<file path="src/rtl/cbs_pkg.sv">
package cbs_pkg;

	localparam int WORD_BITS = 32;
	localparam int FRAC_BITS = 16;
	localparam int TIME_BITS = 24;
	localparam int MUL_BITS  = (WORD_BITS + 3 > TIME_BITS + 1) ? WORD_BITS + 3 : TIME_BITS + 1;
	localparam int PROD_BITS = 2 * MUL_BITS;
	localparam int QUO_BITS  = WORD_BITS + 2;
	localparam int NUM_BITS  = 3 * WORD_BITS + 4;
	localparam int REM_BITS  = 2 * WORD_BITS + 3;
	localparam int CNT_BITS  = $clog2(QUO_BITS + 1);

	localparam logic [1:0] REQ_LOAD     = 2'd0;
	localparam logic [1:0] REQ_NEIGHBOR = 2'd1;
	localparam logic [1:0] REQ_MOVE     = 2'd2;
	localparam logic [1:0] REQ_NONE     = 2'd3;

	localparam logic [1:0] REG_LEFT   = 2'd0;
	localparam logic [1:0] REG_RIGHT  = 2'd1;
	localparam logic [1:0] REG_TOP    = 2'd2;
	localparam logic [1:0] REG_BOTTOM = 2'd3;

	typedef struct packed {
		logic [1:0]                  req_type;
		logic signed [WORD_BITS-1:0] pos_x;
		logic signed [WORD_BITS-1:0] pos_y;
		logic [WORD_BITS-2:0]        radius;
		logic signed [WORD_BITS-1:0] vel_x;
		logic signed [WORD_BITS-1:0] vel_y;
		logic [TIME_BITS-1:0]        time_step;
	} req_t;

	typedef struct packed {
		logic signed [WORD_BITS-1:0] out_pos_x;
		logic signed [WORD_BITS-1:0] out_pos_y;
		logic signed [WORD_BITS-1:0] out_vel_x;
		logic signed [WORD_BITS-1:0] out_vel_y;
		logic                        bounced;
	} rsp_t;

	typedef enum logic [4:0] {
		ST_IDLE, ST_DISPATCH, ST_LOAD, ST_WALL_X, ST_WALL_Y,
		ST_NB_DIFF, ST_NB_M1, ST_NB_M2, ST_NB_M3, ST_NB_M4, ST_NB_M5, ST_NB_A5, ST_NB_CHK,
		ST_RF_M1, ST_RF_M2, ST_RF_A2, ST_RF_INIT, ST_RF_DIV, ST_RF_APPLY,
		ST_MV_M1, ST_MV_M2, ST_MV_A2, ST_FIN
	} state_t;

	typedef enum logic [3:0] {
		MUL_DXDX, MUL_DYDY, MUL_RSRS, MUL_VXDX, MUL_VYDY,
		MUL_LO, MUL_HI, MUL_VXDT, MUL_VYDT
	} mul_sel_t;

	typedef enum logic [3:0] {
		ACC_NONE, ACC_DD_SET, ACC_DD_ADD, ACC_LIM, ACC_DOT_SET, ACC_DOT_ADD,
		ACC_NUM_SET, ACC_NUM_ADD, ACC_MOVE_X, ACC_MOVE_Y
	} acc_sel_t;

	typedef struct packed {
		logic     capture;
		logic     load;
		logic     wall_x;
		logic     wall_y;
		logic     diff;
		mul_sel_t mul_sel;
		acc_sel_t acc_sel;
		logic     div_init;
		logic     div_step;
		logic     refl;
		logic     axis;
		logic     out_load;
	} cmd_t;

	typedef struct packed {
		logic [1:0] req_type;
		logic       collide;
		logic       out_free;
	} sts_t;

	function automatic logic signed [PROD_BITS-1:0] ext_w(input logic signed [WORD_BITS-1:0] v);
		return {{(PROD_BITS-WORD_BITS){v[WORD_BITS-1]}}, v};
	endfunction

	function automatic logic signed [WORD_BITS-1:0] sat_w(input logic signed [PROD_BITS-1:0] v);
		logic [PROD_BITS-WORD_BITS:0] upper;
		upper = v[PROD_BITS-1:WORD_BITS-1];
		if ((&upper) || !(|upper)) begin
			return v[WORD_BITS-1:0];
		end else if (v[PROD_BITS-1]) begin
			return {1'b1, {(WORD_BITS-1){1'b0}}};
		end else begin
			return {1'b0, {(WORD_BITS-1){1'b1}}};
		end
	endfunction

endpackage

</file>
<file path="src/rtl/cbs_ctrl.sv">
module cbs_ctrl import cbs_pkg::*; (
	input  logic clk,
	input  logic arst_n,
	input  logic req_valid,
	input  sts_t sts,
	output cmd_t cmd,
	output logic req_ready
);

	state_t              state_q, state_d;
	logic                axis_q;
	logic [CNT_BITS-1:0] cnt_q;

	always_ff @(posedge clk or negedge arst_n) begin
		if (!arst_n) begin
			state_q <= ST_IDLE;
			axis_q  <= 1'b0;
			cnt_q   <= '0;
		end else begin
			state_q <= state_d;
			if (state_q == ST_NB_CHK) axis_q <= 1'b0;
			if (state_q == ST_RF_APPLY) axis_q <= 1'b1;
			if (state_q == ST_RF_INIT) cnt_q <= '0;
			if (state_q == ST_RF_DIV) cnt_q <= cnt_q + 1'b1;
		end
	end

	always_comb begin
		cmd       = '0;
		cmd.axis  = axis_q;
		req_ready = 1'b0;
		state_d   = state_q;
		unique case (state_q)
			ST_IDLE: begin
				req_ready   = 1'b1;
				cmd.capture = req_valid;
				if (req_valid) state_d = ST_DISPATCH;
			end
			ST_DISPATCH: begin
				unique case (sts.req_type)
					REQ_LOAD:     state_d = ST_LOAD;
					REQ_NEIGHBOR: state_d = ST_NB_DIFF;
					REQ_MOVE:     state_d = ST_MV_M1;
					default:      state_d = ST_FIN;
				endcase
			end
			ST_LOAD: begin
				cmd.load = 1'b1;
				state_d  = ST_WALL_X;
			end
			ST_WALL_X: begin
				cmd.wall_x = 1'b1;
				state_d    = ST_WALL_Y;
			end
			ST_WALL_Y: begin
				cmd.wall_y = 1'b1;
				state_d    = ST_FIN;
			end
			ST_NB_DIFF: begin
				cmd.diff = 1'b1;
				state_d  = ST_NB_M1;
			end
			ST_NB_M1: begin
				cmd.mul_sel = MUL_DXDX;
				state_d     = ST_NB_M2;
			end
			ST_NB_M2: begin
				cmd.mul_sel = MUL_DYDY;
				cmd.acc_sel = ACC_DD_SET;
				state_d     = ST_NB_M3;
			end
			ST_NB_M3: begin
				cmd.mul_sel = MUL_RSRS;
				cmd.acc_sel = ACC_DD_ADD;
				state_d     = ST_NB_M4;
			end
			ST_NB_M4: begin
				cmd.mul_sel = MUL_VXDX;
				cmd.acc_sel = ACC_LIM;
				state_d     = ST_NB_M5;
			end
			ST_NB_M5: begin
				cmd.mul_sel = MUL_VYDY;
				cmd.acc_sel = ACC_DOT_SET;
				state_d     = ST_NB_A5;
			end
			ST_NB_A5: begin
				cmd.acc_sel = ACC_DOT_ADD;
				state_d     = ST_NB_CHK;
			end
			ST_NB_CHK: begin
				state_d = sts.collide ? ST_RF_M1 : ST_FIN;
			end
			ST_RF_M1: begin
				cmd.mul_sel = MUL_LO;
				state_d     = ST_RF_M2;
			end
			ST_RF_M2: begin
				cmd.mul_sel = MUL_HI;
				cmd.acc_sel = ACC_NUM_SET;
				state_d     = ST_RF_A2;
			end
			ST_RF_A2: begin
				cmd.acc_sel = ACC_NUM_ADD;
				state_d     = ST_RF_INIT;
			end
			ST_RF_INIT: begin
				cmd.div_init = 1'b1;
				state_d      = ST_RF_DIV;
			end
			ST_RF_DIV: begin
				cmd.div_step = 1'b1;
				if (cnt_q == CNT_BITS'(QUO_BITS - 1)) state_d = ST_RF_APPLY;
			end
			ST_RF_APPLY: begin
				cmd.refl = 1'b1;
				state_d  = axis_q ? ST_FIN : ST_RF_M1;
			end
			ST_MV_M1: begin
				cmd.mul_sel = MUL_VXDT;
				state_d     = ST_MV_M2;
			end
			ST_MV_M2: begin
				cmd.mul_sel = MUL_VYDT;
				cmd.acc_sel = ACC_MOVE_X;
				state_d     = ST_MV_A2;
			end
			ST_MV_A2: begin
				cmd.acc_sel = ACC_MOVE_Y;
				state_d     = ST_FIN;
			end
			ST_FIN: begin
				cmd.out_load = sts.out_free;
				if (sts.out_free) state_d = ST_IDLE;
			end
			default: state_d = ST_IDLE;
		endcase
	end

endmodule

</file>
<file path="config.mk">
export PLATFORM = sky130hd
export DESIGN_NAME = cbs_ctrl
export DESIGN_NICKNAME = d
export VERILOG_FILES = /design/src/rtl/cbs_pkg.sv /design/src/rtl/cbs_ctrl.sv
export SDC_FILE = /design/constraint.sdc
export NUM_CORES = 1
export LEC_CHECK = 0
export BUFFER_PORTS_ARGS = -buffer_cell sky130_fd_sc_hd__buf_2
export CAP_MARGIN = 20
export CORE_UTILIZATION = 49
export CTS_CLUSTER_DIAMETER = 30
export CTS_CLUSTER_SIZE = 25
export DETAILED_ROUTE_END_ITERATION = 8
export PLACE_DENSITY = 0.73
export SLEW_MARGIN = 30
export SYNTH_ARGS = -nofsm -noshare
export SYNTH_HDL_FRONTEND = slang
export SYNTH_SLANG_ARGS = --single-unit
</file>
<file path="constraint.sdc">
create_clock -name clk -period 1.6 [get_ports clk]
set_clock_uncertainty 0.2 [all_clocks]
set_input_delay 0.08 -clock clk [delete_from_list [all_inputs] [get_ports clk]]
set_output_delay 0.08 -clock clk [all_outputs]
set_load 0.02 [all_outputs]
</file>
==> results of run 1 <==
==> cells by family after synthesis <==
group	Yosys count
AND/OR/NAND/NOR	70
AO/OA/AOI/OAI	43
buffers and inverters	20
flip-flops	12
adder cells (fa/ha/maj)	6
XOR/XNOR	3
multiplexers	1
==> through the flow <==
step | util | hold slack [ns]
after CTS | 0.8829 | 0.005053
after floorplan | - | -0.4156
after global placement | 0.7159 | -0.2349
after detailed placement | 0.7159 | -0.2274
==> timing repair <==
action	in CTS
hold buffers	2
endpoints found under the setup margin	29
buffers inserted	16
endpoints found under the hold margin	13
pin swaps	19
resized for setup	58
cloned	0
==> flow_metrics.py, run 1 <==
metrics = {
    "yosys": {
        "synth_area_leaders": "dfrtp_1 (25%), ha_1 (6.3%), nand2_1 (5.0%)",
        "ys_types": 45,
        "syn-num-nets": 168,
        "yosysTopAreaCellShare": 0.2508,
        "async_flop_share": 1.000,
        "synth_compound_area_frac": 0.2424,
        "synth_mux_area_frac": 0.008359,
        "synth_warnings": 0,
        "ys_seq_area_frac": 0.2508,
        "synth_xor_area_frac": 0.02194,
        "synth_commonest_cells": "nand2_1 (16), nor2_1 (14), dfrtp_1 (12), o21ai_1 (11), a21oi_1 (9)",
        "syn-cell-area_sq_um": 1197,
        "synth_fa_ha_area_frac": 0.06270,
        "yosys.cell_count.top_type": "nand2_1",
        "synthSimpleGateAreaFrac": 0.3208,
        "avgSynthCellArea_sq_um": 7.725,
        "synth_top_family_by_area": "simple AND/OR/NAND/NOR gates",
        "synth_cells": 155,
        "synth_edf_count": 0,
        "synth_ff_type": "dfrtp_1",
        "synth_largest_area_cell": "dfrtp_1",
        "ys_seq_elements": 12,
    },
    "sta": {
        "worst-ep-kind": "output port",
        "crit_endpoint": "cmd[11]",
    },
    "outcome": {
        "firstError": "[ERROR DPL-0038] Utilization greater than 100%, impossible to legalize",
        "outcome": "aborted with a tool error",
        "stop_stage": "5_1_grt",
    },
    "cts": {
        "clockRootBuffer": "clkbuf_4",
        "clkSinkCount": 12,
        "clock_path_buffers": 2,
        "numCtsBuffers": 3,
        "htree_levels": 1,
    },
    "floorplanning": {
        "rows": 17,
        "dieWidth_um": 51.44,
        "pin_count": 26,
        "start_util": 0.5311,
        "die_y_um": 51.44,
    },
    "place": {
        "dp_slack_ns": -0.2123,
        "place_inst": 237,
        "hpwl_mm": 2.661,
        "port_buffers": 25,
        "placed_cell_area_sq_um": 1614,
        "gp_congestion": 0.8837,
    },
    "global_route": {
        "grt_max_degree": 13,
    },
}
==> inputs of run 2 (changes only) <==
--- a/config.mk
+++ b/config.mk
@@ -7,11 +7,10 @@
 export LEC_CHECK = 0
 export BUFFER_PORTS_ARGS = -buffer_cell sky130_fd_sc_hd__buf_2
 export CAP_MARGIN = 20
-export CORE_UTILIZATION = 49
-export CTS_CLUSTER_DIAMETER = 30
-export CTS_CLUSTER_SIZE = 25
+export CORE_AREA = 2 2 63 65
 export DETAILED_ROUTE_END_ITERATION = 8
-export PLACE_DENSITY = 0.73
+export DIE_AREA = 0 0 65 67
+export PLACE_DENSITY_LB_ADDON = 0.15
 export SLEW_MARGIN = 30
 export SYNTH_ARGS = -nofsm -noshare
 export SYNTH_HDL_FRONTEND = slang
==> constraint.sdc (replaced) <==
create_clock -name clk -period 2.1 [get_ports clk]
set_clock_uncertainty 0.2 [all_clocks]
set_input_delay 0.105 -clock clk [delete_from_list [all_inputs] [get_ports clk]]
set_output_delay 0.105 -clock clk [all_outputs]
set_load 0.02 [all_outputs]
==> flow_metrics.py, run 2 <==
metrics = {
    "outcome": {
        "outcome": "finished, final reports clean",
    },
    "sta": {
        "min_period_over_period": 0.9775,
        "fmax_mhz": 487.1,
        "tightest_slew_ns": 0.4112,
        "worst_hold_slack_ns": 0.07236,
        "hold_viol": 0,
        "worst_slack_ns": 0.04717,
        "rsz0062_at_grt": "false",
        "finalSetupViolCount": 0,
        "relSlewSlack": 0.7259,
        "drv_slew": 0,
        "min_period_ns": 2.053,
        "setup_tns_ns": 0,
    },
    "power_and_ir_drop": {
        "powerDensity_nw_per_um2": 1390,
        "peakVddDrop_uv": 594.3,
        "sequentialPowerShare": 0.230,
        "p_leak_nw": 0.6938,
        "p_comb_frac": 0.643,
        "p_int_w": 0.001016,
        "swShare": 0.4958,
        "pwr-share-clk": 0.127,
        "switchingPower_w": 0.0009986,
    },
    "global_route": {
        "grt-ovfl-total": 0,
        "antenna_found_initial": 0,
        "grt_first_pass_wirelength_mm": 5.395,
        "grt_max_degree": 23,
        "grt_pass1_vias": 1146,
        "grt_use_total": 0.1605,
    },
    "run": {
        "drv_cap": 0,
    },
    "setup_path": {
        "crit_arrival_ns": 1.75,
        "start_kind": "register",
        "rr_worst_depth": 7,
        "critPathLaunch": "state_q[4]",
        "reg2reg_from": "state_q[4]",
        "end_kind": "output pin",
        "path_max_fanout": 13,
        "r2r-end": "state_q[4]",
        "reg2reg_slack_ns": 0.27,
        "crit_type": "reg -> out",
        "cp.required_ns": 1.79,
    },
    "floorplanning": {
        "pin_count": 26,
        "start_util": 0.3321,
        "die_y_um": 67,
        "dieArea_sq_um": 4355,
        "dieWidth_um": 65,
        "core_sq_um": 3606,
        "rows": 22,
    },
    "yosys": {
        "synth_edf_count": 0,
        "yosysTopAreaCellShare": 0.2508,
        "synth_commonest_cells": "nand2_1 (16), nor2_1 (14), dfrtp_1 (12), o21ai_1 (11), a21oi_1 (9)",
        "syn-cell-area_sq_um": 1197,
        "ys_types": 45,
        "yosys.cell_count.top_type": "nand2_1",
        "async_flop_share": 1.000,
        "syn-num-nets": 168,
        "synth_area_leaders": "dfrtp_1 (25%), ha_1 (6.3%), nand2_1 (5.0%)",
        "synth_cells": 155,
        "ys_seq_elements": 12,
        "ys_seq_area_frac": 0.2508,
        "synth_largest_area_cell": "dfrtp_1",
        "synth_ff_type": "dfrtp_1",
        "synth_warnings": 0,
        "avgSynthCellArea_sq_um": 7.725,
    },
    "cells_and_area": {
        "fillers": 380,
        "drive_above_1_share": 0.2678,
        "multi_input_area_sq_um": 788.3,
        "final_common_cell": "buf_2",
        "max_flop_register": "cnt_q",
        "regArea_sq_um": 302.8,
        "utilization": 0.4018,
        "fin_cells": 231,
        "finalNetCount": 197,
        "areaGrowthSynthToFinish_pct": 21.00,
        "largest_reg_flops": 6,
        "final_cell_mix": "buf_2 (25), nand2_1 (16), nor2_1 (14)",
        "antenna_cells": 0,
        "top_regs": "cnt_q (6), state_q (5), axis_q (1)",
    },
    "drt": {
        "drc": 0,
        "wl_per_cell_um": 13.54,
        "vias": 1219,
        "finalWirelength_mm": 3.127,
        "drt-pass1-iter-count": 4,
        "drt-initial-drc-count": 90,
        "via_per_inst": 5.277,
        "ant_nets": 0,
    },
    "cts": {
        "insertion_delay_ns": 0.24,
        "clock_path_buffers": 2,
        "path_clk_slew_ns": 0.06,
        "htree_levels": 1,
        "numCtsBuffers": 3,
        "cts_tree": "built",
        "clockRootBuffer": "clkbuf_8",
        "clkSinkCount": 12,
    },
    "place": {
        "gp_congestion": 0.8233,
        "place_inst": 224,
        "port_buffers": 25,
        "hpwl_mm": 2.427,
        "dp_slack_ns": 0.1516,
    },
    "hold_path": {
        "min_path_type": "in -> async",
    },
}
[run 2: critical path: stages, from the launching register on]
cell and delay, ns:
dfrtp_2 0.47, buf_4 0.21, nand2b_1 0.25, o31ai_1 0.34, buf_2 0.23
[run 2: power groups by stage]
stage | Clock [W] | Combinational (W) | Sequential (W)
floorplan | 0 | 0.00104 | 0.000369
global placement | 0 | 0.00128 | 0.000459
detailed placement | 0 | 0.00128 | 0.000459
CTS | 0.000262 | 0.00130 | 0.000456
global route | 0.000277 | 0.00144 | 0.000479
finish | 0.000255 | 0.00130 | 0.000463
[run 2: repair_timing]
item,CTS,global route
cloned,0,0
hold endpoints to repair,13,0
endpoints found under the setup margin,2,4
setup buffers,1,0
pin swaps,1,0
gates resized for setup,1,2
hold buffers,2,0
[run 2: how the worst max path moves through the flow]
stage | end | slack [ns] | cells past startpoint
6_report | cmd[11] | 0.05 | 4
3_3_place_gp | state_q[0] | 0.11 | 5
5_1_grt | cmd[11] | 0.005 | 6
2_1_floorplan | cmd[14] | 0.20 | 4
3_5_place_dp | state_q[4] | 0.15 | 4
4_1_cts | cmd[10] | 0.07 | 5
[run 2: layout make-up]
class                      instances  share of cell area
timing repair buffer              36              0.1468
inverter                           8             0.02073
multi-input combinational        123              0.5440
clock buffer                       4             0.03800
sequential                        12              0.2090
tap                               48             0.04145
[run 2: cells by family (layout without fill, tap and decap cells)]
logic type / count (synthesis) / count (layout) / synth area share
simple gates: 70 / 70 / 0.3208
mux: 1 / 1 / 0.008360
xor+xnor: 3 / 3 / 0.02195
fa+ha+maj: 6 / 6 / 0.06269
buf+inv: 20 / 48 / 0.09299
compound gates: 43 / 43 / 0.2424
flops: 12 / 12 / 0.2508
[run 2: routing by layer]
layer	global-route usage	wire [um]	up-vias
met5	0	0	-
met4	0.05053	34	0
met3	0.03209	119	4
met2	0.2474	1506	36
met1	0.2230	1467	575
li1	-	-	604
[run 2: stage by stage]
stage	power, W	instance area, sq um
2_1_floorplan	0.001409	1197
3_3_place_gp	0.001735	1361
3_5_place_dp	0.001740	1361
4_1_cts	0.002016	1445
5_1_grt	0.002192	1449
6_report	0.002014	1449
(Power assumes the default switching activity.)
